===== src/hdl/cd_pkg.sv =====
// ----------------------------------------------------------------------------
// cd_pkg: shared types and constants for the cosine distance block
// Accumulator widths, fixed-point constants, the vector record that passes
// from the accumulating front to the back, and the back state codes.
// ----------------------------------------------------------------------------
package cd_pkg;

	localparam int COORD_W = 16;
	localparam int PROD_W  = 2 * COORD_W;
	localparam int ACC_W   = 48;
	localparam int ROOT_W  = ACC_W / 2;
	localparam int REM_W   = ROOT_W + 3;
	localparam int FRAC_W  = 14;
	localparam int NUM_W   = ACC_W + FRAC_W;
	localparam int DREM_W  = ACC_W + 1;
	localparam int DIST_W  = 16;
	localparam int CNT_W   = 6;

	localparam logic signed [ACC_W-1:0] ACC_MAX = {1'b0, {(ACC_W-1){1'b1}}};
	localparam logic signed [ACC_W-1:0] ACC_MIN = {1'b1, {(ACC_W-1){1'b0}}};
	localparam logic [DIST_W:0] ONE_Q14 = (DIST_W+1)'(1) << FRAC_W;
	localparam logic [DIST_W:0] TWO_Q14 = (DIST_W+1)'(2) << FRAC_W;

	// Accumulated sums of one finished vector pair.
	typedef struct packed {
		logic signed [ACC_W-1:0] dot;
		logic signed [ACC_W-1:0] p_norm;
		logic signed [ACC_W-1:0] q_norm;
	} acc_set_t;

	// Queue status seen by both sides.
	typedef struct packed {
		logic full;
		logic empty;
	} queue_stat_t;

	typedef enum logic [2:0] {
		ST_IDLE,
		ST_ROOT,
		ST_MUL,
		ST_NUM,
		ST_DIV,
		ST_OUT
	} back_state_t;

endpackage


===== src/hdl/cd_front.sv =====
// ----------------------------------------------------------------------------
// cd_front: coordinate pair accumulator
// Multiplies each pair into a product stage, then adds the three products
// into saturating accumulators. On the last pair the sums go to the queue
// and the accumulators clear.
// ----------------------------------------------------------------------------
module cd_front (
	input  logic                        clk,
	input  logic                        arst_n,
	input  logic                        in_valid,
	output logic                        in_ready,
	input  logic signed [15:0]          p_coord,
	input  logic signed [15:0]          q_coord,
	input  logic                        last_pair,
	input  cd_pkg::queue_stat_t         q_stat,
	output logic                        push,
	output cd_pkg::acc_set_t            push_data
);
	import cd_pkg::*;

	logic                      valid_s1;
	logic                      last_s1;
	logic signed [PROD_W-1:0]  pq_s1, pp_s1, qq_s1;
	logic signed [ACC_W-1:0]   dot_q, pn_q, qn_q;
	logic signed [ACC_W-1:0]   dot_sum, pn_sum, qn_sum;
	logic                      blocked;

	function automatic logic signed [ACC_W-1:0] sat_add(
		input logic signed [ACC_W-1:0]  acc,
		input logic signed [PROD_W-1:0] prod
	);
		logic signed [ACC_W:0] s;
		s = {acc[ACC_W-1], acc} + (ACC_W+1)'(prod);
		if (s[ACC_W] != s[ACC_W-1]) begin
			sat_add = s[ACC_W] ? ACC_MIN : ACC_MAX;
		end else begin
			sat_add = s[ACC_W-1:0];
		end
	endfunction

	// A last pair waits in the product stage while the queue is full.
	assign blocked  = valid_s1 && last_s1 && q_stat.full;
	assign in_ready = !blocked;

	// Product stage.
	always_ff @(posedge clk or negedge arst_n) begin
		if (!arst_n) begin
			valid_s1 <= 1'b0;
		end else if (!blocked) begin
			valid_s1 <= in_valid;
		end
	end

	always_ff @(posedge clk) begin
		if (!blocked) begin
			last_s1 <= last_pair;
			pq_s1   <= PROD_W'(p_coord * q_coord);
			pp_s1   <= PROD_W'(p_coord * p_coord);
			qq_s1   <= PROD_W'(q_coord * q_coord);
		end
	end

	// Saturating accumulation.
	always_comb begin
		dot_sum = sat_add(dot_q, pq_s1);
		pn_sum  = sat_add(pn_q, pp_s1);
		qn_sum  = sat_add(qn_q, qq_s1);
	end

	assign push             = valid_s1 && last_s1 && !q_stat.full;
	assign push_data.dot    = dot_sum;
	assign push_data.p_norm = pn_sum;
	assign push_data.q_norm = qn_sum;

	always_ff @(posedge clk or negedge arst_n) begin
		if (!arst_n) begin
			dot_q <= '0;
			pn_q  <= '0;
			qn_q  <= '0;
		end else if (valid_s1 && !blocked) begin
			if (last_s1) begin
				dot_q <= '0;
				pn_q  <= '0;
				qn_q  <= '0;
			end else begin
				dot_q <= dot_sum;
				pn_q  <= pn_sum;
				qn_q  <= qn_sum;
			end
		end
	end

endmodule


===== config.mk =====
export PLATFORM = sky130hd
export DESIGN_NAME = cd_front
export DESIGN_NICKNAME = d
export VERILOG_FILES = /design/src/hdl/cd_pkg.sv /design/src/hdl/cd_front.sv
export SDC_FILE = /design/constraint.sdc
export NUM_CORES = 2
export LEC_CHECK = 0
export BUFFER_PORTS_ARGS = -buffer_cell sky130_fd_sc_hd__buf_4
export CAP_MARGIN = 20
export CORE_MARGIN = 5
export CORE_UTILIZATION = 55
export DETAILED_ROUTE_END_ITERATION = 12
export PLACE_DENSITY_LB_ADDON = 0.3
export SLEW_MARGIN = 20
export SYNTH_ARGS = -nofsm -noshare
export SYNTH_HDL_FRONTEND = slang
export SYNTH_SLANG_ARGS = --single-unit

===== constraint.sdc =====
create_clock -name clk -period 7.8 [get_ports clk]
set_input_delay 0.78 -clock clk [delete_from_list [all_inputs] [get_ports clk]]
set_output_delay 0.78 -clock clk [all_outputs]
set_load 0.01 [all_outputs]

# == Word level (Yosys, flattened, before mapping) ==
# Index checks and enable logic that the tools add are counted.
# op_classes
n_addsub,3
mul,3
n_div,0
n_lt_le_gt_ge,0
n_eq_ne,3
shifts,0
mux,9
n_bitwise,0
n_reduce_logical,6
# ops
operator,n
2-to-1 mux 48 bit,9
adder 48 x 32 -> 49 bit,3
multiplier 16 x 16 -> 32 bit,3
logical AND 1 bit,4
!= test 1 bit,3
logical NOT 1 bit,2
# totals
reg_bits,242
latch_bits,0
mem_bits_rw,0
rom_bits,0
output_inout_bits,146
elab_cells,32
mem_count,0

# == Longest topological paths before layout ==
# depth
ltp_word,4
depth_mapped,27
ltp_nobuf,24

# == Worst setup path after synthesis ==
# No wires, ideal clock.
# synth_path
path_kind,input to register
start,input p_coord[15]
end,register pq_s1[31] (data pin)
setup_ns,0.260
arrival_time_ns,6.716
required_ns,7.540
slack_ns,0.825
path_stages,25
path_cell_list,clkbuf_1 inv_1 clkbuf_1 clkbuf_1 nor2_1 fa_1 fa_1 inv_1 fa_1 inv_1 fa_1 fa_1 inv_1 fa_1 inv_1 ha_1 a21o_1 a31oi_1 o21ai_0 a21oi_1 o31a_1 o211a_1 o21bai_1 a21oi_1 xnor2_1
# synth_between
elab_chain_len,1
# synth_lines
element,line_no,text
start: declaration,cd_front.sv:12,"input logic signed [15:0] p_coord,"
multiplier 16 x 16 -> 32 bit,cd_front.sv:57,pq_s1 <= PROD_W'(p_coord * q_coord);
end signal: assignment,cd_front.sv:57,
end: declaration,cd_front.sv:23,"logic signed [PROD_W-1:0] pq_s1, pp_s1, qq_s1;"
# Every way passes these cells.
# A chain may end at the register's enable or synchronous reset.

# == Worst setup path after layout ==
# layout_path
start,input q_coord[3]
end,register pq_s1[27] (data pin)
# layout_between
elab_chain_len,1
# layout_lines
element,line_no,text
start: declaration,cd_front.sv:13,"input logic signed [15:0] q_coord,"
multiplier 16 x 16 -> 32 bit,cd_front.sv:57,
# Every way passes these cells.

==> flow_summary.toml <==
[clocking]
insertion_delay_ns = 0.58
clkSinkCount = 240
cts_made_buffers = 30
cts_setup_buffers = 0
clockBufferDepth = 3
cts_root_buffer = "clkbuf_16"
post_cts_resized = 0
clk_pin_slew_ns = 0.07
cts_max_level = 1
cts_tree = "done"
postCtsHoldBufs = 0

[drt]
first_pass_iters = 6
vias = 35180
drtIter0Drc = 2102
ant_nets = 0
route.detailed.drc = 0
wl_per_cell_um = 18.64
wl_mm = 115.7
via_per_inst = 5.667

[setup_path]
slowest_stage = "fa_1"
cpMostUsedCell = "fa_1"
cpPeakStageDelay_ns = 0.85
cp_data_required_time_ns = 8.10
crit_type = "in -> reg"
ff2ff_path_depth = 11
path_buf_inv = 6
cp_cell_sequence = "buf_4, inv_2, nor2_1, fa_1, fa_1, inv_1, fa_1, inv_1, fa_1, fa_1, inv_1, fa_1, inv_1, ha_1, a21o_1, a31oi_1, o21ai_0, a21oi_1, o31a_1, o21ai_0, a21oi_1"
endpoint_kind = "flop"
cp.depth = 21
crit_arrival_ns = 7.21
worst_setup_path_start_kind = "input pin"
crit_family = "adder cells"
worstPathMaxFanout = 27

[sta]
finalCriticalPeriod_ns = 6.913
setup-tns-final_ns = 0
rsz0062_at_grt = "no"
setup_ws_ns = 0.8872
period_share_pct = 88.63
setup_violations = 0
worst-slew-pin-transition_ns = 1.101
drv_slew = 0
max_slew_margin_pct = 26.59
hold_violations = 0
fmax_mhz = 144.7
finClkSkew_ns = 0.02481

[floorplanning]
die_w_um = 297.9
start_util_pct = 55.50
ios = 184
placeableCoreArea_um2 = 82110
die_y_um = 297.9
fp.dieArea_um2 = 88720
rows = 105

[yosys]
synthFlopType = "dfrtp_1"
synthesis.nets = 6244
synthArstFlopShare_pct = 60.42
synth_top_cell_by_area = "fa_1"
ys_warn_count = 0
ys_types = 99
yosysTopAreaCellShare_pct = 32.02
yosys-top-cells-count = "inv_1 (973), fa_1 (729), nand2_1 (500)"
ys_seq_elements = 240
synth_area_leaders = "fa_1 (32%), ha_1 (11%), inv_1 (8.0%)"
yosysSeqAreaShare_pct = 14.22
postSynthAreaPerCell_um2 = 9.001
yosysMostFrequentCell = "inv_1"
synth_edf_count = 95
syn_inst = 5063
synth_area_um2 = 45570

[placed_design]
gp_congestion = 0.9422
numPortBuffers = 182
hpwl_mm = 91.32
dp_slack_ns = 0.3866

[global_route]
grt_pass1_wl_mm = 190.6
grt_start_max_net_pins = 90
grt_use_total_pct = 26.23
grt_overflow = 0
antenna_found_initial = 4
grt_pass1_vias = 37190

[cells_and_area]
nNetsFinal = 6294
drive_gt1_share_pct = 7.183
fill_cells = 7192
areaGrowthSynthToFinish_pct = 6.982

[flow_run]
maxCapViolations = 0

[status]
status = "completed"

[hold_path]
hold_path_class = "in -> async"
[stage by stage]
stage	std cells	utilization, %	hold slack [ns]	instance area [um2]
after global placement	6150	58.10	0.4661	47700
after floorplan	5063	-	0.4534	45570
after detailed placement	6151	58.11	0.4747	47710
final	6208	59.38	0.3055	48760
after global routing	6207	59.38	0.3505	48750
after CTS	6207	59.37	0.3216	48750
[per-layer routing]
layer / track usage [%] / part of all wire [%] / wire length [um] / up-vias
met1: 34.96 / 43 / 49270 / 17670
li1: - / - / - / 16310
met3: 5.366 / 7.3 / 8481 / 199
met2: 44.59 / 48 / 55140 / 1001
met5: 0 / 0.041 / 48 / -
met4: 6.018 / 2.4 / 2774 / 6
[kinds of logic after synthesis]
group | Yosys count | synth area share (%)
simple gates | 1284 | 12.95
buf+inv | 1197 | 10.26
fa+ha+maj | 1193 | 44.49
compound gates | 891 | 13.10
xor+xnor | 250 | 4.805
flops | 240 | 14.22
mux | 8 | 0.1785
[path summary, 6_finish.rpt]
kind	startpoint	endpoint	slack, ns
worst max register to register	pp_s1[31]	pn_q[12]	2.75
worst min-delay path	arst_n	qn_q[26]	0.31
max in group asynchronous	arst_n	pn_q[46]	6.06
worst max-delay path	q_coord[3]	pq_s1[27]	0.89
min in group clk	last_pair	last_s1	0.37
worst min register to register	dot_q[0]	dot_q[0]	0.49
[cell usage in the layout, fill, tap and decap left out, types with 25 or more instances in the layout]
cell type and count:
xnor2_1 177, buf_4 232, a22o_1 25, nand2_1 499, nand3_1 42, dfrtp_1 145, o211ai_1 27, o21a_1 28
maj3_1 50, fa_1 729, a21oi_1 224, nor2_1 352, edfxtp_1 95, xor2_1 73, clkbuf_16 31, ha_1 414
nor3_1 43, nor2b_1 25, a221o_1 33, o21ai_1 91, inv_1 973, a21o_1 111, o21bai_1 32, nand2b_1 30
o21ai_0 123, and2_1 162, nand4_1 33
[sequential cells by signal, summed over array words and instances (netlist names)]
name / count
last_s1: 1
qn_q: 48
valid_s1: 1
dot_q: 48
qq_s1: 31
pn_q: 48
pp_s1: 31
pq_s1: 32
[layout make-up]
class                           instances  area (um2)  area share [%]
Inverter                              981        3682           7.553
Antenna cell                            1       2.502        0.005133
Tap cell                             1070        1339           2.746
Timing Repair Buffer                  234        1764           3.618
Multi-Input combinational cell       3626       34450           70.66
Clock inverter                         20       242.7          0.4979
Clock buffer                           36       794.5           1.630
Sequential cell                       240        6481           13.29
Power is not shown: default switching activity piles up to over one toggle a cycle in this logic, so the estimate is an artifact.
