File: src/hdl/cd_pkg.sv
// ----------------------------------------------------------------------------
// cd_pkg: shared types and constants for the cosine distance block
// Accumulator widths, fixed-point constants, the vector record that passes
// from the accumulating front to the back, and the back state codes.
// ----------------------------------------------------------------------------
package cd_pkg;

	localparam int COORD_W = 16;
	localparam int PROD_W  = 2 * COORD_W;
	localparam int ACC_W   = 48;
	localparam int ROOT_W  = ACC_W / 2;
	localparam int REM_W   = ROOT_W + 3;
	localparam int FRAC_W  = 14;
	localparam int NUM_W   = ACC_W + FRAC_W;
	localparam int DREM_W  = ACC_W + 1;
	localparam int DIST_W  = 16;
	localparam int CNT_W   = 6;

	localparam logic signed [ACC_W-1:0] ACC_MAX = {1'b0, {(ACC_W-1){1'b1}}};
	localparam logic signed [ACC_W-1:0] ACC_MIN = {1'b1, {(ACC_W-1){1'b0}}};
	localparam logic [DIST_W:0] ONE_Q14 = (DIST_W+1)'(1) << FRAC_W;
	localparam logic [DIST_W:0] TWO_Q14 = (DIST_W+1)'(2) << FRAC_W;

	// Accumulated sums of one finished vector pair.
	typedef struct packed {
		logic signed [ACC_W-1:0] dot;
		logic signed [ACC_W-1:0] p_norm;
		logic signed [ACC_W-1:0] q_norm;
	} acc_set_t;

	// Queue status seen by both sides.
	typedef struct packed {
		logic full;
		logic empty;
	} queue_stat_t;

	typedef enum logic [2:0] {
		ST_IDLE,
		ST_ROOT,
		ST_MUL,
		ST_NUM,
		ST_DIV,
		ST_OUT
	} back_state_t;

endpackage

File: src/hdl/cd_back.sv
// ----------------------------------------------------------------------------
// cd_back: root, divide and output stage; a norm <= 0 skips to a zero output
// Takes one vector record at a time, forms both square roots bit by bit,
// multiplies them, divides the scaled dot magnitude by a restoring divider
// and loads the clamped distance into the output register.
// ----------------------------------------------------------------------------
module cd_back (
	input  logic                 clk,
	input  logic                 arst_n,
	input  cd_pkg::queue_stat_t  q_stat,
	input  cd_pkg::acc_set_t     pop_data,
	output logic                 pop,
	output logic                 out_valid,
	input  logic                 out_ready,
	output logic [15:0]          cos_distance,
	output logic                 zero_norm
);
	import cd_pkg::*;

	back_state_t            state_q, state_d;
	logic [CNT_W-1:0]       cnt_q;
	logic [ACC_W-1:0]       px_q, qx_q;
	logic [REM_W-1:0]       prem_q, qrem_q;
	logic [ROOT_W-1:0]      proot_q, qroot_q;
	logic [ACC_W-1:0]       mag_q;
	logic                   neg_q;
	logic                   zero_q;
	logic [ACC_W-1:0]       den_q;
	logic [NUM_W-1:0]       num_q;
	logic [DREM_W-1:0]      drem_q;
	logic [DIST_W:0]        quo_q;
	logic                   over_q;
	logic                   out_valid_q;
	logic [DIST_W-1:0]      dist_q;
	logic                   zero_out_q;

	logic [REM_W-1:0]       prem_n, qrem_n, ptrial, qtrial;
	logic [DREM_W-1:0]      drem_n;
	logic [DIST_W:0]        c_val, dist_full;
	logic                   load_out, zero_in;

	// Square root steps: two radicand bits in, one root bit out.
	always_comb begin
		prem_n = {prem_q[REM_W-3:0], px_q[ACC_W-1:ACC_W-2]};
		qrem_n = {qrem_q[REM_W-3:0], qx_q[ACC_W-1:ACC_W-2]};
		ptrial = REM_W'({proot_q, 2'b01});
		qtrial = REM_W'({qroot_q, 2'b01});
		drem_n = {drem_q[DREM_W-2:0], num_q[NUM_W-1]};
	end

	// Final clamp of the quotient and the distance.
	always_comb begin
		c_val = (over_q || quo_q > TWO_Q14) ? TWO_Q14 : quo_q;
		if (neg_q) begin
			dist_full = ONE_Q14 + c_val;
			if (dist_full > TWO_Q14) begin
				dist_full = TWO_Q14;
			end
		end else begin
			dist_full = (c_val >= ONE_Q14) ? '0 : ONE_Q14 - c_val;
		end
	end

	assign zero_in  = (pop_data.p_norm <= 0) || (pop_data.q_norm <= 0);
	assign load_out = (state_q == ST_OUT) && (!out_valid_q || out_ready);

	// Next state.
	always_comb begin
		state_d = state_q;
		case (state_q)
			ST_IDLE: begin
				if (!q_stat.empty) begin
					state_d = zero_in ? ST_OUT : ST_ROOT;
				end
			end
			ST_ROOT: begin
				if (cnt_q == CNT_W'(ROOT_W - 1)) begin
					state_d = ST_MUL;
				end
			end
			ST_MUL:  state_d = ST_NUM;
			ST_NUM:  state_d = ST_DIV;
			ST_DIV: begin
				if (cnt_q == CNT_W'(NUM_W - 1)) begin
					state_d = ST_OUT;
				end
			end
			ST_OUT: begin
				if (load_out) begin
					state_d = ST_IDLE;
				end
			end
			default: state_d = ST_IDLE;
		endcase
	end

	// Outputs of the sequencer.
	always_comb begin
		pop = (state_q == ST_IDLE) && !q_stat.empty;
	end

	always_ff @(posedge clk or negedge arst_n) begin
		if (!arst_n) begin
			state_q <= ST_IDLE;
		end else begin
			state_q <= state_d;
		end
	end

	// Datapath registers.
	always_ff @(posedge clk) begin
		case (state_q)
			ST_IDLE: begin
				px_q    <= pop_data.p_norm;
				qx_q    <= pop_data.q_norm;
				prem_q  <= '0;
				qrem_q  <= '0;
				proot_q <= '0;
				qroot_q <= '0;
				cnt_q   <= '0;
				zero_q  <= zero_in;
				neg_q   <= pop_data.dot[ACC_W-1];
				mag_q   <= pop_data.dot[ACC_W-1] ? ACC_W'(-pop_data.dot) : pop_data.dot;
			end
			ST_ROOT: begin
				px_q  <= {px_q[ACC_W-3:0], 2'b00};
				qx_q  <= {qx_q[ACC_W-3:0], 2'b00};
				cnt_q <= cnt_q + CNT_W'(1);
				if (prem_n >= ptrial) begin
					prem_q  <= prem_n - ptrial;
					proot_q <= {proot_q[ROOT_W-2:0], 1'b1};
				end else begin
					prem_q  <= prem_n;
					proot_q <= {proot_q[ROOT_W-2:0], 1'b0};
				end
				if (qrem_n >= qtrial) begin
					qrem_q  <= qrem_n - qtrial;
					qroot_q <= {qroot_q[ROOT_W-2:0], 1'b1};
				end else begin
					qrem_q  <= qrem_n;
					qroot_q <= {qroot_q[ROOT_W-2:0], 1'b0};
				end
			end
			ST_MUL: begin
				den_q <= ACC_W'(proot_q * qroot_q);
			end
			ST_NUM: begin
				num_q  <= {mag_q, FRAC_W'(0)} + NUM_W'(den_q >> 1);
				drem_q <= '0;
				quo_q  <= '0;
				over_q <= 1'b0;
				cnt_q  <= '0;
			end
			ST_DIV: begin
				num_q  <= {num_q[NUM_W-2:0], 1'b0};
				cnt_q  <= cnt_q + CNT_W'(1);
				over_q <= over_q | quo_q[DIST_W];
				if (drem_n >= DREM_W'(den_q)) begin
					drem_q <= drem_n - DREM_W'(den_q);
					quo_q  <= {quo_q[DIST_W-1:0], 1'b1};
				end else begin
					drem_q <= drem_n;
					quo_q  <= {quo_q[DIST_W-1:0], 1'b0};
				end
			end
			default: begin
			end
		endcase
	end

	// Output register.
	always_ff @(posedge clk or negedge arst_n) begin
		if (!arst_n) begin
			out_valid_q <= 1'b0;
		end else if (load_out) begin
			out_valid_q <= 1'b1;
		end else if (out_ready) begin
			out_valid_q <= 1'b0;
		end
	end

	always_ff @(posedge clk) begin
		if (load_out) begin
			dist_q     <= zero_q ? '0 : dist_full[DIST_W-1:0] | DIST_W'(dist_full[DIST_W]
				? TWO_Q14[DIST_W-1:0] : '0);
			zero_out_q <= zero_q;
		end
	end

	assign out_valid    = out_valid_q;
	assign cos_distance = dist_q;
	assign zero_norm    = zero_out_q;

endmodule

File: config.mk
export PLATFORM = sky130hd
export DESIGN_NAME = cd_back
export DESIGN_NICKNAME = d
export VERILOG_FILES = /design/src/hdl/cd_pkg.sv /design/src/hdl/cd_back.sv
export SDC_FILE = /design/constraint.sdc
export NUM_CORES = 2
export LEC_CHECK = 0
export BUFFER_PORTS_ARGS = -buffer_cell sky130_fd_sc_hd__buf_2
export CAP_MARGIN = 30
export CORE_MARGIN = 2
export CORE_UTILIZATION = 67
export DETAILED_ROUTE_END_ITERATION = 6
export PLACE_DENSITY = 0.85
export SETUP_SLACK_MARGIN = 0.02
export SYNTH_ARGS = -nofsm -noshare
export SYNTH_HDL_FRONTEND = slang
export SYNTH_SLANG_ARGS = --single-unit
File: constraint.sdc
create_clock -name clk -period 24.1 [get_ports clk]
set_clock_uncertainty 0.2 [all_clocks]
set_input_delay 2.41 -clock clk [delete_from_list [all_inputs] [get_ports clk]]
set_output_delay 2.41 -clock clk [all_outputs]
set_load 0.05 [all_outputs]
=== After elaboration in Yosys (flattened, before gate mapping) ===
Cells that the tools add are included.

* Word-level logic and storage cells: 96
* Register bits after elaboration: 447

* Bitwise logic cells: 2
* Multiplexer cells: 31
* Add/sub/neg operators: 8
* Multipliers: 1
* Eq/ne operators: 11
* Magnitude comparators: 8
* Reductions and logical operators: 15

{| class="wikitable"
|+ Operators by type and width
! cell !! count
|-
| case mux 48 bit (2 select lines) || 3
|-
| case mux 62 bit (2 select lines) || 1
|-
| case mux 25 bit (2 select lines) || 2
|-
| <= comparator 48 x 1 -> 1 bit, second input constant || 2
|-
| case mux 24 bit (2 select lines) || 2
|-
| 2-to-1 mux 17 bit || 4
|-
| adder 62 x 47 -> 62 bit || 1
|-
| greater-or-equal comparator 27 x 26 -> 1 bit || 2
|-
| 2-to-1 mux 25 bit || 2
|-
| subtractor 25 bit || 2
|-
| greater-or-equal comparator 49 x 48 -> 1 bit || 1
|-
| multiplier 24 x 24 -> 48 bit || 1
|-
| 2-to-1 mux 48 bit || 1
|-
| negation 48 bit || 1
|-
| subtractor 48 bit || 1
|-
| 2-to-1 mux 47 bit || 1
|-
| greater-than comparator 17 x 16 -> 1 bit, second input constant || 2
|-
| case mux 17 bit (2 select lines) || 1
|-
| case mux 3 bit (6 select lines) || 1
|-
| adder 15 x 17 -> 17 bit, first input constant || 1
|-
| greater-or-equal comparator 17 x 15 -> 1 bit, second input constant || 1
|-
| subtractor 15 x 17 -> 17 bit, first input constant || 1
|-
| 2-to-1 mux 16 bit || 1
|-
| bitwise OR 16 bit || 1
|-
| other kinds (19) || 40
|}

=== Logic depth before layout (Yosys ltp) ===
* Depth after elaboration: 9
* Mapped depth: 28
* Gate-level depth less buffers: 26

=== Worst setup path before layout ===
Ideal clock, no wire load.

* Path type: reg2reg
* Start: register state_q[1]
* End: register state_q[2]
* Stages on the path, launching flop included: 8
* Arrival time: 10.848 ns
* Library setup time: 0.151 ns
* Required time: 23.749 ns
* Buffers on the path: 1
* Setup slack: 12.901 ns
* Clock period less this slack: 11.199 ns
* Cells stage by stage: dfrtp_1 -> clkbuf_1 -> nor2_1 -> nand2_1 -> o221ai_1 -> a211oi_1 -> a21oi_1 -> o311ai_0

* Longest elaborated chain between the ends: 4

{| class="wikitable"
|+ RTL lines
! what !! line !! source
|-
| start, declared || cd_back.sv:20 || <nowiki>back_state_t state_q, state_d;</nowiki>
|-
| start signal, assigned || cd_back.sv:106 || <nowiki>state_q <= state_d;</nowiki>
|-
| == test 3 bit || cd_back.sv:65, cd_back.sv:70 ||
|-
| logical AND 1 bit || cd_back.sv:65 || <nowiki>assign load_out = (state_q == ST_OUT) && (!out_valid_q || out_ready);</nowiki>
|-
| inequality test 2 bit (no line) || n/a ||
|-
| AND reduction 4 bit (no line) || n/a ||
|}

Several ways; a longest one is shown, not always the timed one.
A chain may end at the register's enable or synchronous reset.

=== Worst setup path after layout ===
* Start: register proot_q[6]
* End: register den_q[46], data pin

* Longest elaborated chain between the ends: 1

{| class="wikitable"
|+ RTL lines
! what !! line !! source
|-
| start, declared || cd_back.sv:24 || <nowiki>logic [ROOT_W-1:0] proot_q, qroot_q;</nowiki>
|-
| start signal, assigned || cd_back.sv:131 || <nowiki>proot_q <= {proot_q[ROOT_W-2:0], 1'b1};</nowiki>
|-
| start signal, assigned || cd_back.sv:134 || <nowiki>proot_q <= {proot_q[ROOT_W-2:0], 1'b0};</nowiki>
|-
| multiplier 24 x 24 -> 48 bit || cd_back.sv:145 || <nowiki>den_q <= ACC_W'(proot_q * qroot_q);</nowiki>
|-
| end signal, assigned || cd_back.sv:145 ||
|-
| end, declared || cd_back.sv:28 || <nowiki>logic [ACC_W-1:0] den_q;</nowiki>
|}

Every way passes these cells.

==> run_results.csv <==
group,metric,value,unit
detailed_routing,vias,35400,
clock_network,cts_tree,"built",
floorplan,die_y,262,microns
final_layout,area_growth_syn_to_layout,7.20,%
power,ir_drop,56.7,uV
min_path,holdPathStages,2,
worst_setup_path,reg2reg_depth,23,
worst_setup_path,cp-start-kind,"flip-flop",
timing,rsz0062_at_grt,"no",
floorplan,row_count,94,
min_path,min_path_type,"reg -> reg",
logic_synthesis,synth_top_flop_cell,"edfxtp_1",
floorplan,core,65900,sq um
worst_setup_path,cp_cell_sequence,"clkinv_1 -> nor2_1 -> fa_1 -> inv_1 -> fa_1 -> fa_1 -> fa_1 -> inv_1 -> fa_1 -> fa_1 -> inv_1 -> fa_1 -> inv_1 -> ha_1 -> a21oi_1 -> o21ai_0 -> o21ai_0 -> or2_2 -> o21ai_0 -> a21oi_1 -> o21ai_0 -> a221oi_1 -> xnor2_1",
grt,grt_pass1_wl,186000,microns
timing,finalSetupViolCount,0,
logic_synthesis,syn_nets,5776,
logic_synthesis,syn-cell-area,44600,sq um
floorplan,io_pins,168,
logic_synthesis,synthArstFlopShare,0.895,%
logic_synthesis,syn_area_per_cell,9.23,sq um
detailed_routing,vias_per_cell,6.12,
worst_setup_path,path_class,"reg -> reg",
grt,grt_usage,34.8,%
job,max_cap_violations,0,
floorplan,die_w,262,microns
worst_setup_path,cp.arrival,9.22,ns
detailed_routing,first_iter_violations,3821,
clock_network,post_cts_resize_count,0,
timing,tns,0,ns
worst_setup_path,critPathTopFamily,"adder cells",
clock_network,cts_root_buf,"clkbuf_16",
detailed_routing,drc,0,
logic_synthesis,yosysSeqAreaShare,30.1,%
timing,finalMaxSlewViolations,0,
floorplan,start_util,67.7,%
power,p_leak,22.8,nW
worst_setup_path,slowest_stage,"clkinv_1",
grt,grt_max_degree,173,
clock_network,clockBufferDepth,3,
worst_setup_path,worstReg2RegEnd,"den_q[46]",
clock_network,cts_buffers,50,
final_layout,fill_cells,4596,
power,power_density,35.3,nW/um^2
logic_synthesis,ys_warn_count,0,
timing,fin_crit,9.07,ns
clock_network,h-tree-depth,2,
min_path,worstHoldStart,"num_q[13]",
logic_synthesis,synth_edf_count,443,
logic_synthesis,syn_inst,4829,
grt,antenna_found_initial,4,
worst_setup_path,worst-path-buf-inv,5,
worst_setup_path,path_max_fanout,17,
detailed_routing,ant_nets,0,
clock_network,clk_pin_slew_worst_paths,0.06,ns
detailed_routing,firstDrtPassIters,6,
detailed_routing,wirelength,117000,microns
worst_setup_path,crit_path_end_kind,"flip-flop",
worst_setup_path,timing.reg2reg.setup_slack,15.03,ns
timing,hold_viol_final,0,
place,dp_hpwl,85600,microns
floorplan,die-area,68600,sq um
detailed_routing,post_drt_wl_per_cell,20.3,microns
worst_setup_path,cp.required,24.25,ns
timing,timing.hold.ws,0.309,ns
final_layout,fin_nets,5825,
place,io_buffers,166,
timing,tightestPinTransition,1.20,ns
worst_setup_path,startpoint,"proot_q[6]",
timing,slew_headroom,19.8,%
place,gp_congestion,0.991,
clock_network,cts_hold_buffers,0,
clock_network,clock_latency,0.61,ns
final_layout,drive_above_1_share,6.77,%
run_status,status,"finished, final reports clean",
worst_setup_path,cp.depth,23,
clock_network,cts_setup_buffers,0,
min_path,whs_endpoint,"num_q[14]",
grt,grt_pass1_vias,35700,
grt,gr-total-overflow,0,
timing,fmax,0.110,GHz
logic_synthesis,synth-seq-cells,447,
worst_setup_path,r2r_start,"proot_q[6]",
worst_setup_path,crit_top_cell,"fa_1",
timing,finalCritPeriodShare,37.6,%
clock_network,clock-sinks,447,
logic_synthesis,synth_cell_types,84,
worst_setup_path,slowest_delay,0.92,ns
## state kept, by name, summed over array words and instances, names as in the netlist
signal / flops
prem_q: 25
state_q: 3
quo_q: 17
cnt_q: 6
qrem_q: 25
drem_q: 48
zero_q: 1
over_q: 1
neg_q: 1
num_q: 62
zero_norm: 1
qroot_q: 24
cos_distance: 16
proot_q: 24
den_q: 48
out_valid: 1
qx_q: 48
px_q: 48
mag_q: 48
## through the flow
| stage | worst slack, ns | total power [mW] | cells | area (sq um) | util, % |
|---|---|---|---|---|---|
| 4_1_cts | 15.27 | 1.69 | 5780 | 47800 | 72.5 |
| 6_report | 15.03 | 1.69 | 5784 | 47800 | 72.6 |
| 2_1_floorplan | 12.90 | 0.881 | 4829 | 44600 | - |
| 3_5_place_dp | 15.24 | 0.903 | 5688 | 46000 | 69.9 |
| 3_3_place_gp | 15.40 | 0.902 | 5686 | 46000 | 69.9 |
| 5_1_grt | 14.79 | 1.73 | 5783 | 47800 | 72.6 |
## area by class of cell
| type | instances | area, sq um | area share, % |
|---|---|---|---|
| diodes | 2 | 5.00 | 0.0105 |
| flip-flops and latches | 447 | 13400 | 28.0 |
| repair buffers | 205 | 1170 | 2.46 |
| clock buffers | 57 | 1320 | 2.76 |
| inverters | 707 | 2650 | 5.55 |
| clock inverters | 35 | 397 | 0.830 |
| multi-input cells | 3467 | 27800 | 58.1 |
| well taps | 864 | 1080 | 2.26 |
## placed cells by master, fill, tap and decap left out, drive strengths merged, types with 40 or more instances in the layout
cell type,count
nor2,561
o21ai,168
nor4,40
fa,484
xnor2,146
nand3,68
ha,314
and3,41
edfxtp,443
a21o,99
buf,205
a21oi,224
nand2,782
xor2,66
clkbuf,57
mux2i,50
inv,707
a211oi,45
## worst register-to-register path, cell delays in order, from the launching register on
cell	delay (ns)
edfxtp_1	0.67
clkinv_1	0.93
nor2_1	0.49
fa_1	0.46
inv_1	0.10
fa_1	0.45
fa_1	0.42
fa_1	0.49
inv_1	0.06
fa_1	0.50
fa_1	0.49
inv_1	0.06
fa_1	0.64
inv_1	0.07
ha_1	0.39
a21oi_1	0.09
o21ai_0	0.27
o21ai_0	0.21
or2_2	0.30
o21ai_0	0.62
a21oi_1	0.25
o21ai_0	0.34
a221oi_1	0.15
xnor2_1	0.16
## logic make-up (layout without fill, tap and decap cells)
logic type | Yosys count | after routing | share of synthesized area, %
mux | 50 | 50 | 1.12
flops | 447 | 447 | 30.1
compound gates | 725 | 725 | 10.4
simple gates | 1682 | 1682 | 15.9
buf+inv | 915 | 1004 | 7.81
other cells | 0 | 2 | 0
fa+ha+maj | 798 | 798 | 30.5
xor+xnor | 212 | 212 | 4.16
## how the worst max path moves through the flow
stage            endpoint  slack, ns
2_1_floorplan  state_q[2]      12.90
3_3_place_gp    den_q[46]      15.40
3_5_place_dp    den_q[46]      15.24
4_1_cts         den_q[46]      15.27
5_1_grt         den_q[46]      14.79
6_report        den_q[46]      15.03
## metal layers
| layer | wire length (microns) | share of wire (%) | GRT usage, % | vias up |
|---|---|---|---|---|
| met4 | 8150 | 7.0 | 19.8 | 4 |
| met1 | 42400 | 36 | 43.4 | 16800 |
| met2 | 53600 | 46 | 56.0 | 2104 |
| met3 | 12900 | 11 | 8.42 | 562 |
| li1 | - | - | - | 15900 |
| met5 | 31 | 0.026 | 0 | - |
## synthesized netlist by cell type, types with 68 or more instances
cell	count	area share (%)
clkbuf_1	169	1.4
a21o_1	99	1.7
nand3_1	68	0.76
fa_1	484	22
inv_1	701	5.9
xnor2_1	146	2.9
nand2_1	782	6.6
o21ai_0	164	1.8
ha_1	314	8.8
nor2_1	561	4.7
edfxtp_1	443	30
a21oi_1	224	2.5
## power breakdown
part / leakage [nW] / switching, mW / internal, mW
registers: 4.04 / 0.00000000000000000461 / 0.847
clock network: 0.833 / 0.335 / 0.463
logic: 17.9 / 0.0225 / 0.0186
Power figures use the tool's default switching activity.
