--- config.mk ---
export PLATFORM = sky130hd
export DESIGN_NAME = cd_queue
export DESIGN_NICKNAME = d
export VERILOG_FILES = /design/src/hdl/cd_pkg.sv /design/src/hdl/cd_queue.sv
export SDC_FILE = /design/constraint.sdc
export NUM_CORES = 1
export LEC_CHECK = 0
export ABC_AREA = 1
export CAP_MARGIN = 20
export CORE_MARGIN = 2
export CORE_UTILIZATION = 60
export CTS_CLUSTER_SIZE = 25
export DETAILED_ROUTE_END_ITERATION = 6
export DONT_BUFFER_PORTS = 1
export PLACE_DENSITY = 0.85
export SYNTH_ARGS = -nofsm -noshare
export SYNTH_HDL_FRONTEND = slang
export SYNTH_SLANG_ARGS = --single-unit
--- constraint.sdc ---
create_clock -name clk -period 8.2 [get_ports clk]
set_input_delay 0.82 -clock clk [delete_from_list [all_inputs] [get_ports clk]]
set_output_delay 0.82 -clock clk [all_outputs]
set_load 0.05 [all_outputs]
--- src/hdl/cd_pkg.sv ---
// ----------------------------------------------------------------------------
// cd_pkg: shared types and constants for the cosine distance block
// Accumulator widths, fixed-point constants, the vector record that passes
// from the accumulating front to the back, and the back state codes.
// ----------------------------------------------------------------------------
package cd_pkg;

	localparam int COORD_W = 16;
	localparam int PROD_W  = 2 * COORD_W;
	localparam int ACC_W   = 48;
	localparam int ROOT_W  = ACC_W / 2;
	localparam int REM_W   = ROOT_W + 3;
	localparam int FRAC_W  = 14;
	localparam int NUM_W   = ACC_W + FRAC_W;
	localparam int DREM_W  = ACC_W + 1;
	localparam int DIST_W  = 16;
	localparam int CNT_W   = 6;

	localparam logic signed [ACC_W-1:0] ACC_MAX = {1'b0, {(ACC_W-1){1'b1}}};
	localparam logic signed [ACC_W-1:0] ACC_MIN = {1'b1, {(ACC_W-1){1'b0}}};
	localparam logic [DIST_W:0] ONE_Q14 = (DIST_W+1)'(1) << FRAC_W;
	localparam logic [DIST_W:0] TWO_Q14 = (DIST_W+1)'(2) << FRAC_W;

	// Accumulated sums of one finished vector pair.
	typedef struct packed {
		logic signed [ACC_W-1:0] dot;
		logic signed [ACC_W-1:0] p_norm;
		logic signed [ACC_W-1:0] q_norm;
	} acc_set_t;

	// Queue status seen by both sides.
	typedef struct packed {
		logic full;
		logic empty;
	} queue_stat_t;

	typedef enum logic [2:0] {
		ST_IDLE,
		ST_ROOT,
		ST_MUL,
		ST_NUM,
		ST_DIV,
		ST_OUT
	} back_state_t;

endpackage

--- src/hdl/cd_queue.sv ---
// ----------------------------------------------------------------------------
// cd_queue: two-entry queue of finished vector sums
// Lets the accumulator keep taking pairs while the back computes a result.
// ----------------------------------------------------------------------------
module cd_queue (
	input  logic                 clk,
	input  logic                 arst_n,
	input  logic                 push,
	input  cd_pkg::acc_set_t     push_data,
	input  logic                 pop,
	output cd_pkg::acc_set_t     pop_data,
	output cd_pkg::queue_stat_t  q_stat
);
	import cd_pkg::*;

	acc_set_t   mem_q [2];
	logic       wr_ptr_q, rd_ptr_q;
	logic [1:0] count_q;

	assign q_stat.full  = (count_q == 2'd2);
	assign q_stat.empty = (count_q == 2'd0);
	assign pop_data     = mem_q[rd_ptr_q];

	always_ff @(posedge clk) begin
		if (push) begin
			mem_q[wr_ptr_q] <= push_data;
		end
	end

	// Pointers and fill count.
	always_ff @(posedge clk or negedge arst_n) begin
		if (!arst_n) begin
			wr_ptr_q <= 1'b0;
			rd_ptr_q <= 1'b0;
			count_q  <= 2'd0;
		end else begin
			if (push) begin
				wr_ptr_q <= !wr_ptr_q;
			end
			if (pop) begin
				rd_ptr_q <= !rd_ptr_q;
			end
			count_q <= count_q + 2'(push) - 2'(pop);
		end
	end

endmodule

[Yosys cells after proc, flatten, opt, wreduce, memory -nomap -nowiden]
Memories as Yosys holds them, arrays and structs flattened.
Index checks and enable logic that the tools add are counted.
Cells by class
  add/subtract/negate cells: 2
  equality and inequality tests: 1
  mux-type cells: 2
  reductions and logical operators: 3
Operators by type and width (count)
  $add 2x1->2: 1
  $eq 2x2->1 const B: 1
  $logic_not 1->1: 2
  $logic_not 2->1: 1
  $mux 1: 2
  $sub 2x1->2: 1
Word-level totals
  bits in registers: 4
  bits in writable memories: 288
  bits of input ports: 148
  output and inout port bits: 146
  word-level logic and storage cells: 12
  memories kept: 1
Memories
  mem_q: depth 2, bits a word 144, read ports 1, clocked after memory_dff 0, write ports 1, RTL line cd_queue.sv:16  | acc_set_t mem_q [2];

[Depth between registers and ports, before layout]
Gate-level depths: netlist (run 1).
  depth after elaboration: 2
  gate-level depth with buffers: 7
  depth with buffers taken out: 7

[Least setup slack after synthesis (run 1)]
Ideal clock, no wire load.
  path type: input to register
  from: input port push
  to: memory mem_q[0][0] (netlist bit) (enable)
  setup time: 0.653 ns
  arrival time: 6.881 ns
  required time: 7.547 ns
  slack: 0.665 ns
  stages: 2
  path buffers: 0
  cells stage by stage: inv_1 nor2_1
Between the ends
  longest elaborated chain between the ends: 2
Ends and longest elaborated chain
  start, declared: RTL line cd_queue.sv:8  | input logic push,
  $mux 1: RTL line cd_queue.sv:25  | if (push) begin
  $mux 1 (not written as such): RTL line cd_queue.sv:26  | mem_q[wr_ptr_q] <= push_data;
  end, declared: RTL line cd_queue.sv:16
No other way between the ends.

==> flow_summary.toml, run 1 <==
[clock_tree]
cts.clk_slew.worst_paths_ps = 60
cts_setup_buffers = 0
h-tree-depth = 1
root_buffer = "clkbuf_16"
cts_buffers = 28
clock_latency_ps = 520
cts_num_sinks = 292
tritoncts = "yes"
cts_resized = 0
clockBufferDepth = 3

[global_routing]
grt_pass1_wl_um = 29600
grt_antenna_before_repair = 0
grt_overflow = 0
grt_pass1_vias = 5529
grt_max_degree = 110
grt_util_all_layers_pct = 19.5

[critical_path]
end_kind = "output pin"
startpoint = "rd_ptr_q"
cp_max_fo = 99
regToRegEndpoint = "mem_q[1][21]"
worstSetupPathType = "flip-flop to output pin"
path_delay_family = "flip-flops"
r2r-start = "wr_ptr_q"
cp.arrival_ps = 3250
reg2reg_setup_slack_ps = 5790
cp_slowest_cell = "dfrtp_4"
crit_path_end = "pop_data[109]"
critPathBufInv = 1
cp-start-kind = "flip-flop"
ff2ff_path_depth = 3
critPathMaxStageDelay_ps = 1020
worst-endpoint-required_ps = 7380
critical_path_depth = 3
cp_cell_sequence = "buf_4 -> nand2_1 -> o21ai_1"

[floorplanning]
die_y_um = 140
rows = 49
fp.dieArea_um2 = 19500
initial_core_util_pct = 61.2
die_w_um = 140
ios = 294
core_um2 = 18000

[synthesis]
synthMuxAreaShare_pct = 0
synth-compound-area-share_pct = 7.21
synthCells = 777
synthAdderAreaFrac_pct = 0.227
syn_area_per_cell_um2 = 14.2
synth_top_family_by_area = "buffers and inverters"
syn_area_um2 = 11000
syn_nets = 927
ys_warn_count = 0
seq_area_frac_synth_pct = 79.3
synth_cell_types = 14
synth_xor_area_share_pct = 0.159
synthSimpleGateAreaFrac_pct = 5.25
ys_ff_latch = 292

[cells_and_area]
nNetsFinal = 930
area_growth_pct = 8.57
drive_gt1_share_pct = 8.26
final_util_pct = 66.5
num_antenna_cells = 0

[placed_design]
dp_hpwl_um = 12900
port_buffers = 0
gp_congestion = 0.717

[min_path]
hold_path_class = "primary input to flip-flop"

[timing]
tightest_slew_ps = 1110
maxSlewViolCount = 0
skew_ps = 15.3
setup_viol = 0
fin_crit_sh_pct = 49.6
max_freq_mhz = 246
min_period_ps = 4070
maxSlewHeadroom_pct = 25.6
hold_violations = 0
rsz0062_at_grt = "no"
tns_ps = 0

[status]
status = "complete, no violations"

[routing]
dr.pass1.iters = 4
avgRoutedWirePerCell_um = 18.9
drtIter0Drc = 301
routed_wl_um = 19400
vias = 5511
drc = 0
via_per_inst = 5.36
ant_nets = 0

[run]
maxCapViolCount = 0
[sequential cells by signal, indices dropped and copies added, names as in the netlist]
name	count
rd_ptr_q	1
wr_ptr_q	1
mem_q	288
count_q	2
[timing repair]
item                       4_1_cts  5_1_grt
hold buffers                     1        0
setup endpoints to repair        0        0
hold endpoints to repair         4        0
[placed cells by master, fill, tap and decap left out, drive strengths merged]
cell,instances
dlygate4sd3,1
buf,4
bufinv,2
nand2,150
dfrtp,4
clkinv,5
edfxtp,288
clkbuf,40
nand3,1
nor2,3
ha,2
clkinvlp,2
xor2,2
o21ai,144
inv,151
[through the flow]
stage               cell area [um^2]  hold slack, ps  std cells  setup slack (ps)
floorplan                      11000             463        777               665
finish                         12000             376       1028              4130
detailed placement             11100             525        978              4700
CTS                            12000             354       1028              4140
global placement               11100             525        978              4760
global route                   12000             356       1028              3890
[cell families (layout without fill, tap and decap cells)]
family                     count (synthesis)  in the layout
adders and majority gates                  2              2
xor gates and xnor gates                   2              2
buffers and inverters                    183            205
DFF                                      292            292
and+or+nand+nor                          154            154
AOI/OAI and AO/OA                        144            144
[worst min-delay path by stage]
| stage | from | endpoint | slack [ps] | depth (start not counted) |
|---|---|---|---|---|
| 3_3_place_gp | arst_n | count_q[0] | 520 | 0 |
| 5_1_grt | pop | rd_ptr_q | 360 | 1 |
| 6_report | pop | rd_ptr_q | 380 | 1 |
| 4_1_cts | pop | rd_ptr_q | 350 | 1 |
| 2_1_floorplan | wr_ptr_q | wr_ptr_q | 460 | 1 |
| 3_5_place_dp | arst_n | count_q[1] | 520 | 0 |
[cell type report]
type                            count  area (um^2)
Timing Repair Buffer                5         52.6
Sequential cell                   292         8750
Tap cell                          229          287
Multi-Input combinational cell    302         1430
Fill cell                        1186         6040
Inverter                          151          572
Clock inverter                      9         97.6
Clock buffer                       40          797
[cell usage after synthesis, drive strengths merged]
master    n  area [um^2]
inv     151          567
nor2      3         11.3
edfxtp  288         8650
buf      25          278
xor2      2         17.5
dfrtp     4          100
clkbuf    7         26.3
nand3     1         5.00
ha        2         25.0
nand2   150          563
o21ai   144          796
[layer usage]
layer	wire (um)	track usage, %	share of wire (%)
met1	6360	20.8	33
met2	9730	33.2	50
met3	2410	9.05	12
met4	879	8.53	4.5
met5	0	0	0
Power of run 1 is left out: the tool's default activity adds up to more than one toggle a clock period on the data nets, which glitch-free logic cannot reach.
==> run 2: changes to the inputs <==
==> constraint.sdc (replaced) <==
create_clock -name clk -period 4.1 [get_ports clk]
set_input_delay 0.41 -clock clk [delete_from_list [all_inputs] [get_ports clk]]
set_output_delay 0.41 -clock clk [all_outputs]
set_load 0.05 [all_outputs]
==> run 2 against run 1 <==
  * First-iteration DRC count increased by 38%
  * Global-route usage rose by 4.2 points
  * Flip-flop and latch count unchanged
  * Critical path type unchanged
  * Critical path depth stayed put
  * Sequential share of layout area is 8.0 points lower
  * Highest routed layer unchanged
==> flow_summary.toml, run 2 (synthesis results as in run 1) <==
[status]
status = "complete, no violations"

[routing]
dr.pass1.iters = 6
via_per_inst = 5.35
vias = 6314
routed_wl_um = 23300
drc = 0
drtIter0Drc = 415
ant_nets = 0
avgRoutedWirePerCell_um = 19.7

[clock_tree]
h-tree-depth = 1
root_buffer = "clkbuf_16"
clock_latency_ps = 530
cts_num_sinks = 292
cts.clk_slew.worst_paths_ps = 60
clockBufferDepth = 3
cts_buffers = 28
cts_resized = 0
tritoncts = "yes"

[timing]
tightest_slew_ps = 1120
maxSlewHeadroom_pct = 25.6
fin_crit_sh_pct = 76.7
maxSlewViolCount = 0
rsz0062_at_grt = "no"
setup_viol = 0
min_period_ps = 3150
max_freq_mhz = 318
hold_violations = 0
skew_ps = 23.8
tns_ps = 0

[cells_and_area]
regMostFlops = "mem_q"
drive_gt1_share_pct = 7.06
top_regs = "mem_q: 288 flops, count_q: 2 flops"
final_cell_mix = "edfxtp_1, inv_1, nand2_1"
nNetsFinal = 1077
area_growth_pct = 21.8
largest_reg_flops = 288
final_common_cell = "edfxtp_1"

[global_routing]
grt_overflow = 0
grt_pass1_vias = 6575
grt_util_all_layers_pct = 23.7
grt_max_degree = 113
grt_antenna_before_repair = 1
grt_pass1_wl_um = 35800

[floorplanning]
core_um2 = 18000
die_y_um = 140
initial_core_util_pct = 61.2
die_w_um = 140
ios = 294
rows = 49
fp.dieArea_um2 = 19500

[critical_path]
worstSetupPathType = "flip-flop to output pin"
end_kind = "output pin"
cp_cell_sequence = "buf_12 -> nand2_1 -> o21ai_1"
cp_slowest_cell = "dfrtp_4"
cp_max_fo = 99
worst-endpoint-required_ps = 3690
critPathMaxStageDelay_ps = 950
cp-start-kind = "flip-flop"
cp.arrival_ps = 2740

[placed_design]
dp_hpwl_um = 13000
gp_congestion = 0.763
port_buffers = 0

[power_and_ir_drop]
power_mw = 11.1
seq_power_share_pct = 38.3
clockPowerShare_pct = 21.7
combPwrFrac_pct = 40.0
internal_power_mw = 5.86
sw_frac_of_total_pct = 47.1
switching_power_mw = 5.22
ir_worst_vdd_mv = 0.613
pwr_density_cell_nw_per_um2 = 823
p_leak_nw = 5.20

[min_path]
hold_path_class = "primary input to asynchronous set/reset pin"

[run]
maxCapViolCount = 0
==> run 2: changes by cell type in the layout (fill, tap and decap cells not counted), sizes merged <==
cell,before,now
buf,4,5
bufinv,2,1
clkbuf,40,37
clkinv,5,11
clkinvlp,2,3
diode,0,2
dlygate4sd3,1,147
==> run 2: final timing paths <==
check / start / depth (start not counted) / endpoint / slack, ps
max: rd_ptr_q / 3 / pop_data[92] / 950
min: arst_n / 1 / rd_ptr_q / 160
max reg2reg: wr_ptr_q / 3 / mem_q[1][26] / 2120
min reg2reg: wr_ptr_q / 1 / wr_ptr_q / 550
max in group asynchronous: arst_n / 1 / rd_ptr_q / 3740
min in group clk: pop / 4 / count_q[1] / 250
==> run 2: cell type report <==
| cell class | instances | area (um^2) |
|---|---|---|
| sequential | 292 | 8750 |
| fill | 1020 | 4580 |
| timing repair buffer | 152 | 1550 |
| multi-input combinational | 302 | 1430 |
| clock buffer | 37 | 756 |
| inverter | 151 | 572 |
| tap | 229 | 287 |
| clock inverter | 15 | 105 |
| antenna | 2 | 5.00 |
==> run 2: stage by stage <==
stage | instance area (um^2) | std cells | util (%) | worst slack, ps | hold slack [ps]
after floorplan | 11000 | 777 | - | 349 | 114
after global placement | 11100 | 979 | 61.6 | 1620 | 115
after detailed placement | 11100 | 979 | 61.6 | 1570 | 115
after CTS | 13400 | 1178 | 74.6 | 993 | 138
after global routing | 13400 | 1179 | 74.6 | 765 | 148
final | 13400 | 1180 | 74.6 | 955 | 156
==> run 2: power by group through the flow <==
stage          clock network [mW]  registers (mW)  logic, mW
6_report                     2.41            4.24       4.43
5_1_grt                      2.57            4.30       4.64
4_1_cts                      2.41            4.22       4.42
3_5_place_dp                    0            4.28       4.27
3_3_place_gp                    0            4.25       4.21
2_1_floorplan                   0            4.18       4.08
==> run 2: worst max-delay path: cells and delay by family (launching register included) <==
family          cells  cell delay [ps]
buf+inv             1              400
flops               1              950
compound gates      1              590
simple gates        1              160
==> run 2: routing by layer <==
layer | routed length (um) | vias up | part of all wire [%] | global-route usage (%)
li1 | - | 2930 | - | -
met1 | 7950 | 2995 | 34 | 27.2
met2 | 12300 | 315 | 53 | 42.4
met3 | 2140 | 74 | 9.2 | 6.81
met4 | 880 | 0 | 3.8 | 8.68
met5 | 0 | - | 0 | 0
==> run 2: what timing repair did <==
item	4_1_cts	5_1_grt
hold endpoints to repair	295	0
buffers inserted	0	0
setup endpoints to repair	0	0
hold buffers	147	0
Power figures use the tool's default switching activity.
==> run 3: changes to the inputs <==
==> constraint.sdc (replaced) <==
create_clock -name clk -period 3.1 [get_ports clk]
set_input_delay 0.31 -clock clk [delete_from_list [all_inputs] [get_ports clk]]
set_output_delay 0.31 -clock clk [all_outputs]
set_load 0.05 [all_outputs]
==> run 3 against run 2 <==
  * Total power grew 50%
  * Via count is 11% higher
  * Count of clock-buffer cells in the layout is 1 lower
  * Wire length rose by 14%
  * Hold slack worse by 91 ps
  * Sequential power up 30%
  * Critical path type unchanged
  * Critical endpoint is now pop_data[118]
  * Largest cell class unchanged
  * Highest routed layer unchanged
==> flow_summary.toml, run 3 (synthesis results as in run 1) <==
[run]
maxCapViolCount = 0

[global_routing]
grt_max_degree = 92
grt_pass1_wl_um = 39800
grt_antenna_before_repair = 3
grt_util_all_layers_pct = 26.6
grt_overflow = 0
grt_pass1_vias = 7415

[power_and_ir_drop]
seq_power_share_pct = 33.2
internal_power_mw = 9.30
sw_frac_of_total_pct = 44.1
pwr_density_cell_nw_per_um2 = 1140
ir_worst_vdd_mv = 0.919
clockPowerShare_pct = 22.0
switching_power_mw = 7.33
p_leak_nw = 5.93
combPwrFrac_pct = 44.8

[clock_tree]
clock_latency_ps = 520
root_buffer = "clkbuf_16"
clockBufferDepth = 3
cts_resized = 0
tritoncts = "yes"
cts.clk_slew.worst_paths_ps = 60
h-tree-depth = 1
cts_buffers = 29
cts_num_sinks = 292

[timing]
rsz0062_at_grt = "no"
tightest_slew_ps = 914
skew_ps = 10.0
fin_crit_sh_pct = 84.3
max_freq_mhz = 383
setup_viol = 0
tns_ps = 0
min_period_ps = 2610
maxSlewViolCount = 0
maxSlewHeadroom_pct = 38.9
hold_violations = 0

[placed_design]
post_dp_cell_area_um2 = 12100
port_buffers = 0
dp_hpwl_um = 14100
gp_congestion = 0.791

[critical_path]
critical_path_depth = 5
cp_cell_sequence = "buf_12 -> buf_12 -> nand2_1 -> o21ai_1 -> buf_4"
ff2ff_path_depth = 3
cp.arrival_ps = 2300
path_delay_family = "buffers and inverters"
cp-start-kind = "flip-flop"
worst-endpoint-required_ps = 2790
cp_common_cell = "buf_12"
critPathBufInv = 3
critPathMaxStageDelay_ps = 650
cp_slowest_cell = "dfrtp_4"
end_kind = "output pin"
cp_max_fo = 60
worstSetupPathType = "flip-flop to output pin"

[routing]
via_per_inst = 5.36
routed_wl_um = 26500
drtIter0Drc = 618
dr.pass1.iters = 4
vias = 7037
ant_nets = 0
avgRoutedWirePerCell_um = 20.2
drc = 0

[floorplanning]
die_w_um = 140
ios = 294
rows = 49
die_y_um = 140
core_um2 = 18000
fp.dieArea_um2 = 19500
initial_core_util_pct = 61.2

[status]
status = "complete, no violations"

[cells_and_area]
drive_gt1_share_pct = 18.8
top_regs = "mem_q: 288 flops, count_q: 2 flops"
area_growth_pct = 32.4
largest_reg_flops = 288
final_area_um2 = 14600
final_common_cell = "edfxtp_1"
nNetsFinal = 1209
regMostFlops = "mem_q"
final_cell_mix = "edfxtp_1, inv_1, nand2_1"
fillers = 836

[min_path]
hold_path_class = "primary input to asynchronous set/reset pin"
-- run 3: changes by cell type in the layout (fill, tap and decap cells not counted), moves of 2 or more --
cell and delta:
bufinv_16 +5, clkbuf_8 +2, buf_12 +3, buf_4 +128, clkbuf_1 -3, clkinv_2 +2, diode_2 +2, clkinvlp_4 -2
-- run 3: cell type report --
class	count	area, um^2	share of cell area, %
repair buffers	283	2570	17.6
well taps	229	287	1.96
inverters	151	571	3.90
diodes	4	10.0	0.0685
flip-flops and latches	292	8750	59.9
multi-input cells	302	1430	9.75
clock buffers	36	772	5.28
clock inverters	17	230	1.58
-- run 3: routing by layer --
metal | part of all wire (%) | vias up | GRT usage [%]
li1 | - | 3191 | -
met1 | 33 | 3383 | 28.5
met2 | 55 | 387 | 50.8
met3 | 7.2 | 76 | 5.85
met4 | 4.3 | 0 | 10.3
met5 | 0 | - | 0
-- run 3: what timing repair did --
item | 4_1_cts | 5_1_grt
endpoints found under the setup margin | 0 | 0
hold buffers | 147 | 0
setup buffers | 0 | 0
endpoints found under the hold margin | 295 | 0
-- run 3: power groups by stage --
stage	combinational, mW	sequential (mW)	clock [mW]
final	7.45	5.53	3.66
after global routing	7.76	5.59	3.85
after CTS	7.31	5.50	3.67
after detailed placement	7.07	5.58	0
after global placement	6.95	5.52	0
after floorplan	5.40	5.51	0
-- run 3: worst paths after layout --
check	startpoint	endpoint	slack (ps)
setup / recovery	rd_ptr_q	pop_data[118]	490
hold / removal	arst_n	wr_ptr_q	60
setup reg to reg	wr_ptr_q	mem_q[1][77]	950
hold reg to reg	wr_ptr_q	wr_ptr_q	600
min in group clk	pop	count_q[1]	180
max in group asynchronous	arst_n	rd_ptr_q	2820
-- run 3: stage by stage --
| stage | instances | power [mW] | util, % | hold slack [ps] | worst slack [ps] |
|---|---|---|---|---|---|
| after floorplan | 777 | 10.9 | - | 14.4 | 62.3 |
| after global placement | 1110 | 12.5 | 67.3 | 14.6 | 1030 |
| after detailed placement | 1110 | 12.6 | 67.3 | 14.5 | 996 |
| after CTS | 1310 | 16.5 | 81.0 | 54.6 | 604 |
| after global routing | 1313 | 17.2 | 81.1 | 75.4 | 445 |
| final | 1314 | 16.6 | 81.1 | 64.9 | 487 |
